[config.mk]
export PLATFORM = sky130hd
export DESIGN_NAME = pbw_blend
export DESIGN_NICKNAME = d
export VERILOG_FILES = /design/src/pbw_pkg.sv /design/src/pbw_blend.sv
export SDC_FILE = /design/constraint.sdc
export NUM_CORES = 2
export LEC_CHECK = 0
export BUFFER_PORTS_ARGS = -buffer_cell sky130_fd_sc_hd__buf_2
export CAP_MARGIN = 20
export CORE_MARGIN = 2
export CORE_UTILIZATION = 35
export CTS_CLUSTER_SIZE = 30
export DETAILED_ROUTE_END_ITERATION = 10
export GPL_ROUTABILITY_DRIVEN = 0
export SLEW_MARGIN = 5
export SYNTH_ARGS = -nofsm -noshare
export SYNTH_HDL_FRONTEND = slang
export SYNTH_SLANG_ARGS = --single-unit
[constraint.sdc]
create_clock -name clk -period 16.95 [get_ports clk]
set_input_delay 3.39 -clock clk [delete_from_list [all_inputs] [get_ports clk]]
set_output_delay 3.39 -clock clk [all_outputs]
set_load 0.01 [all_outputs]
[src/pbw_pkg.sv]
package pbw_pkg;

  // canvas store geometry
  localparam int MAX_WIDTH   = 256;
  localparam int MAX_HEIGHT  = 256;
  localparam int STORE_DEPTH = MAX_WIDTH * MAX_HEIGHT;
  localparam int ADDR_W      = (STORE_DEPTH > 1) ? $clog2(STORE_DEPTH) : 1;

  // field widths
  localparam int COORD_W   = 12;
  localparam int DIM_W     = 9;
  localparam int CHAN_W    = 8;
  localparam int NUM_CHAN  = 4;
  localparam int PIX_W     = CHAN_W * NUM_CHAN;
  localparam int MODE_W    = 2;
  localparam int CFG_IDX_W = 2;
  localparam int IDX_W     = (COORD_W - 1) + DIM_W + 1;

  // blend modes
  localparam logic [MODE_W-1:0] MODE_ALPHA   = 2'd0;
  localparam logic [MODE_W-1:0] MODE_REPLACE = 2'd1;
  localparam logic [MODE_W-1:0] MODE_ADD     = 2'd2;

  // register indexes
  localparam logic [CFG_IDX_W-1:0] REG_BLEND_MODE    = 2'd0;
  localparam logic [CFG_IDX_W-1:0] REG_CANVAS_WIDTH  = 2'd1;
  localparam logic [CFG_IDX_W-1:0] REG_CANVAS_HEIGHT = 2'd2;

  // operations
  localparam logic OP_PUT  = 1'b0;
  localparam logic OP_PEEK = 1'b1;

  // weighted sum and divide by 255 through a reciprocal
  localparam int CHAN_MAX    = 255;
  localparam int SUM_W       = 17;
  localparam int RECIP_W     = 18;
  localparam int RECIP_255   = 131587;
  localparam int RECIP_SHIFT = 25;
  localparam int PROD_W      = SUM_W + RECIP_W;
  localparam int QUO_W       = CHAN_W + 1;

  typedef logic [PIX_W-1:0]  pixel_t;
  typedef logic [CHAN_W-1:0] chan_t;
  typedef logic [SUM_W-1:0]  sum_t;

  typedef struct packed {
    logic [MODE_W-1:0] mode;
    logic              put;
    pixel_t            src;
  } blend_ctl_t;

  typedef struct packed {
    logic mul_en;
    logic div_en;
  } blend_step_t;

endpackage

[src/pbw_blend.sv]
module pbw_blend import pbw_pkg::*; (
  input  logic        clk,
  input  blend_step_t step,
  input  blend_ctl_t  ctl,
  input  pixel_t      dst,
  output pixel_t      px,
  output logic        wr
);

  sum_t   v_r   [NUM_CHAN];
  sum_t   v_nxt [NUM_CHAN];
  logic   byp_r, byp_nxt;
  logic   wr1_r, wr1_nxt;
  pixel_t dst_r, src_r;
  pixel_t px_r, px_nxt;
  logic   wr_r;

  chan_t sa, da, wd;

  // stage one: products and weighted sums
  always_comb begin
    sa      = ctl.src[PIX_W-1 -: CHAN_W];
    da      = dst[PIX_W-1 -: CHAN_W];
    wd      = (ctl.mode == MODE_ADD) ? da : (CHAN_W'(CHAN_MAX) - sa);
    byp_nxt = 1'b0;
    wr1_nxt = 1'b0;
    unique case (ctl.mode)
      MODE_ALPHA: begin
        if (sa == CHAN_W'(CHAN_MAX)) begin
          byp_nxt = 1'b1;
          wr1_nxt = 1'b1;
        end else if (sa != '0) begin
          wr1_nxt = 1'b1;
        end
      end
      MODE_REPLACE: begin
        byp_nxt = 1'b1;
        wr1_nxt = 1'b1;
      end
      MODE_ADD: begin
        wr1_nxt = (sa != '0);
      end
      default: begin
        wr1_nxt = 1'b0;
      end
    endcase
    wr1_nxt = wr1_nxt & ctl.put;
    for (int k = 0; k < NUM_CHAN; k++) begin
      v_nxt[k] = SUM_W'(dst[k*CHAN_W +: CHAN_W]) * SUM_W'(wd)
               + SUM_W'(ctl.src[k*CHAN_W +: CHAN_W]) * SUM_W'(sa);
    end
  end

  always_ff @(posedge clk) begin
    if (step.mul_en) begin
      v_r   <= v_nxt;
      byp_r <= byp_nxt;
      wr1_r <= wr1_nxt;
      dst_r <= dst;
      src_r <= ctl.src;
    end
  end

  // stage two: divide by 255, saturate
  logic [PROD_W-1:0] prod [NUM_CHAN];
  logic [QUO_W-1:0]  quo  [NUM_CHAN];
  pixel_t            blended;

  always_comb begin
    for (int k = 0; k < NUM_CHAN; k++) begin
      prod[k] = PROD_W'(v_r[k]) * PROD_W'(RECIP_255);
      quo[k]  = QUO_W'(prod[k] >> RECIP_SHIFT);
      blended[k*CHAN_W +: CHAN_W] = (quo[k] > QUO_W'(CHAN_MAX)) ? CHAN_W'(CHAN_MAX)
                                                                : quo[k][CHAN_W-1:0];
    end
    if (!wr1_r) begin
      px_nxt = dst_r;
    end else if (byp_r) begin
      px_nxt = src_r;
    end else begin
      px_nxt = blended;
    end
  end

  always_ff @(posedge clk) begin
    if (step.div_en) begin
      px_r <= px_nxt;
      wr_r <= wr1_r;
    end
  end

  assign px = px_r;
  assign wr = wr_r;

endmodule

==> results.py <==
metrics = {
    "outcome": {
        "status": "finished, final reports clean",
    },
    "clocking": {
        "cts.sinks": 167,
        "cts_resized": 0,
        "hold_buffers": 0,
        "cts_setup_buffers": 0,
        "clockBufferDepth": 2,
        "cts_made_buffers": 17,
        "cts_root_buffer": "clkbuf_16",
        "cts_tree": "done",
        "cts.clk_slew.worst_paths_ns": 0.07,
        "h-tree-depth": 4,
        "clk_latency_ns": 0.50,
    },
    "finish": {
        "drive_gt1_share_pct": 6.016,
        "final.fill_count": 8504,
        "area_growth_pct": 8.042,
        "final_common_cell": "ha_1",
        "stdcell_area_sq_um": 32780,
        "seqCellArea_sq_um": 5015,
        "fin_nets": 4187,
        "multi_input_area_sq_um": 22820,
        "final_cell_mix": "ha_1, inv_1, fa_1",
    },
    "placement": {
        "io_buffer_count": 102,
        "dp_hpwl_microns": 57050,
        "dpl_cell_area_sq_um": 32190,
    },
    "synth": {
        "syn-num-nets": 4120,
        "ys_seq_area_share_pct": 16.53,
        "netlist_area_sq_um": 30340,
        "yosys.cell_types.count": 68,
        "syn_area_per_cell_sq_um": 10.13,
        "synth_flop_cell": "edfxtp_1",
        "ys_seq_elements": 167,
        "ys_warn_count": 0,
        "async_flop_share_pct": 0,
        "syn_inst": 2995,
        "synth_edf_count": 167,
    },
    "timing": {
        "setup_viol": 0,
        "relSlewSlack_pct": 31.69,
        "setup-tns-final_ns": 0,
        "layout_min_cycle_time_ns": 9.644,
        "min_period_over_period_pct": 56.89,
        "fin_skew_ns": 0.01049,
        "hold_viol_final": 0,
        "fmax_ghz": 0.1037,
        "rsz0062_at_grt": "no",
        "fin_hold_ws_ns": 0.5855,
        "final-max-slew-violation-count": 0,
        "tightestPinTransition_ns": 1.025,
    },
    "critical_path": {
        "rrSetupSlack_ns": 11.45,
        "crit_required_ns": 17.27,
        "path_class": "in -> reg",
        "cp_data_arrival_time_ns": 9.96,
        "end_kind": "flip-flop",
        "cp_max_fo": 23,
        "reg2reg_depth": 17,
        "rr_endpoint": "px[4]$_DFFE_PP_",
        "r2r_start": "v_r[67]$_DFFE_PP_",
        "start_kind": "primary input",
    },
    "drt": {
        "drcViolationCount": 0,
        "viasPerCell": 4.920,
        "drtAntennaViolNets": 0,
        "wl_per_cell_microns": 16.87,
        "firstDrtPassIters": 6,
        "drt_iter0_drc": 1047,
        "detail_route.wirelength_microns": 71220,
        "via_count": 20770,
    },
    "die": {
        "row_count": 107,
        "dieArea_sq_um": 89050,
        "coreArea_sq_um": 85550,
        "chipHeight_microns": 298.4,
        "die_x_microns": 298.4,
        "start_util_pct": 35.46,
        "num_io_pins": 103,
    },
    "global_route": {
        "grt_antenna_before_repair": 7,
        "grt_max_degree": 69,
        "grt_pass1_vias": 21900,
        "grt_usage_pct": 16.80,
        "grt_pass1_wl_microns": 116800,
        "overflow": 0,
    },
    "hold_path": {
        "worstHoldStart": "src_r[29]$_DFFE_PP_",
        "hold_end": "px[29]$_DFFE_PP_",
        "hp-class": "reg -> reg",
        "min_path_cells": 2,
    },
    "flow_run": {
        "maxCapViolCount": 0,
    },
}
## metrics by stage
step                      util, %  instances  setup WS [ns]
after floorplan                 -       2995          7.708
after global placement      37.63       4186          6.932
after detailed placement    37.63       4186          6.819
after CTS                   38.29       4218          7.345
after global routing        38.31       4220          6.892
final                       38.32       4221          7.306
## cell type report
| class | count | area share (%) |
|---|---|---|
| multi-input combinational | 2150 | 69.62 |
| sequential | 167 | 15.30 |
| clock inverter | 13 | 0.4122 |
| tap | 1144 | 4.367 |
| antenna | 2 | 0.01527 |
| timing repair buffer | 121 | 2.035 |
| clock buffer | 19 | 1.321 |
| inverter | 605 | 6.928 |
## cells by family after synthesis
kind of cell	Yosys count	synth area share (%)
DFF	167	16.53
buffers and inverters	678	8.417
xor gates and xnor gates	81	2.338
AOI/OAI and AO/OA	276	5.906
muxes	6	0.2021
and+or+nand+nor	732	12.63
adders and majority gates	1055	53.98
## flip-flops by register name, summed over array words and instances, names as in the netlist
signal,flops
src_r,32
wr1_r,1
byp_r,1
wr,1
dst_r,32
px,32
v_r,68
## Yosys cell counts (all sizes together) (6+ instances only)
| cell type | count | area, sq um |
|---|---|---|
| inv | 605 | 2271 |
| nand3 | 26 | 130.1 |
| o21a | 11 | 82.58 |
| nor3 | 17 | 85.08 |
| nand2 | 258 | 968.4 |
| a31oi | 20 | 125.1 |
| and4 | 6 | 52.55 |
| or2 | 12 | 75.07 |
| and2 | 265 | 1658 |
| nor2 | 45 | 168.9 |
| a2111oi | 9 | 78.83 |
| and3 | 17 | 106.4 |
| o311ai | 7 | 61.31 |
| xor2 | 26 | 227.7 |
| clkbuf | 67 | 252.7 |
| ha | 632 | 7908 |
| nand2b | 9 | 56.30 |
| o31ai | 7 | 52.55 |
| o22ai | 27 | 168.9 |
| o21ai | 39 | 195.2 |
| buf | 6 | 30.03 |
| edfxtp | 167 | 5015 |
| a21o | 18 | 137.6 |
| a21boi | 13 | 97.59 |
| nand4 | 12 | 75.07 |
| xnor2 | 55 | 481.7 |
| or3 | 17 | 107.6 |
| fa | 423 | 8468 |
| nor4 | 8 | 50.05 |
| a21oi | 82 | 432.9 |
| a211oi | 19 | 142.6 |
| nor2b | 22 | 137.6 |
## worst max-delay path: stages
cell and delay [ns]:
buf_2 0.10, nand2b_1 0.11, buf_4 0.31, nor2_1 0.09, a21oi_2 0.58, buf_4 0.35
and2_1 0.17, fa_1 0.41, inv_1 0.09, fa_1 0.42, fa_1 0.52, inv_1 0.06
fa_1 0.53, inv_1 0.05, fa_1 0.45, fa_1 0.49, inv_1 0.04, ha_1 0.32
nor2b_1 0.15, o21ai_0 0.22, a22oi_1 0.16, a2111oi_0 0.53, nor2_1 0.15, a211oi_1 0.26
## how the worst max path moves through the flow
stage / startpoint / end / slack [ns]
finish: ctl[33] / v_r[50]$_DFFE_PP_ / 7.31
detailed placement: ctl[33] / v_r[50]$_DFFE_PP_ / 6.82
CTS: ctl[33] / v_r[50]$_DFFE_PP_ / 7.35
global placement: ctl[33] / v_r[48]$_DFFE_PP_ / 6.93
global route: ctl[33] / v_r[50]$_DFFE_PP_ / 6.89
floorplan: ctl[33] / v_r[49]$_DFFE_PP_ / 7.71
## layer usage
layer / up-vias / GRT usage [%] / wire length [microns]
met3: 63 / 2.952 / 3729
met5: - / 0 / 24
met2: 465 / 28.08 / 33780
met1: 10360 / 22.66 / 32680
met4: 4 / 3.781 / 1003
li1: 9881 / - / -
Power is not shown: default switching activity piles up to over one toggle a cycle in this logic, so the estimate is an artifact.
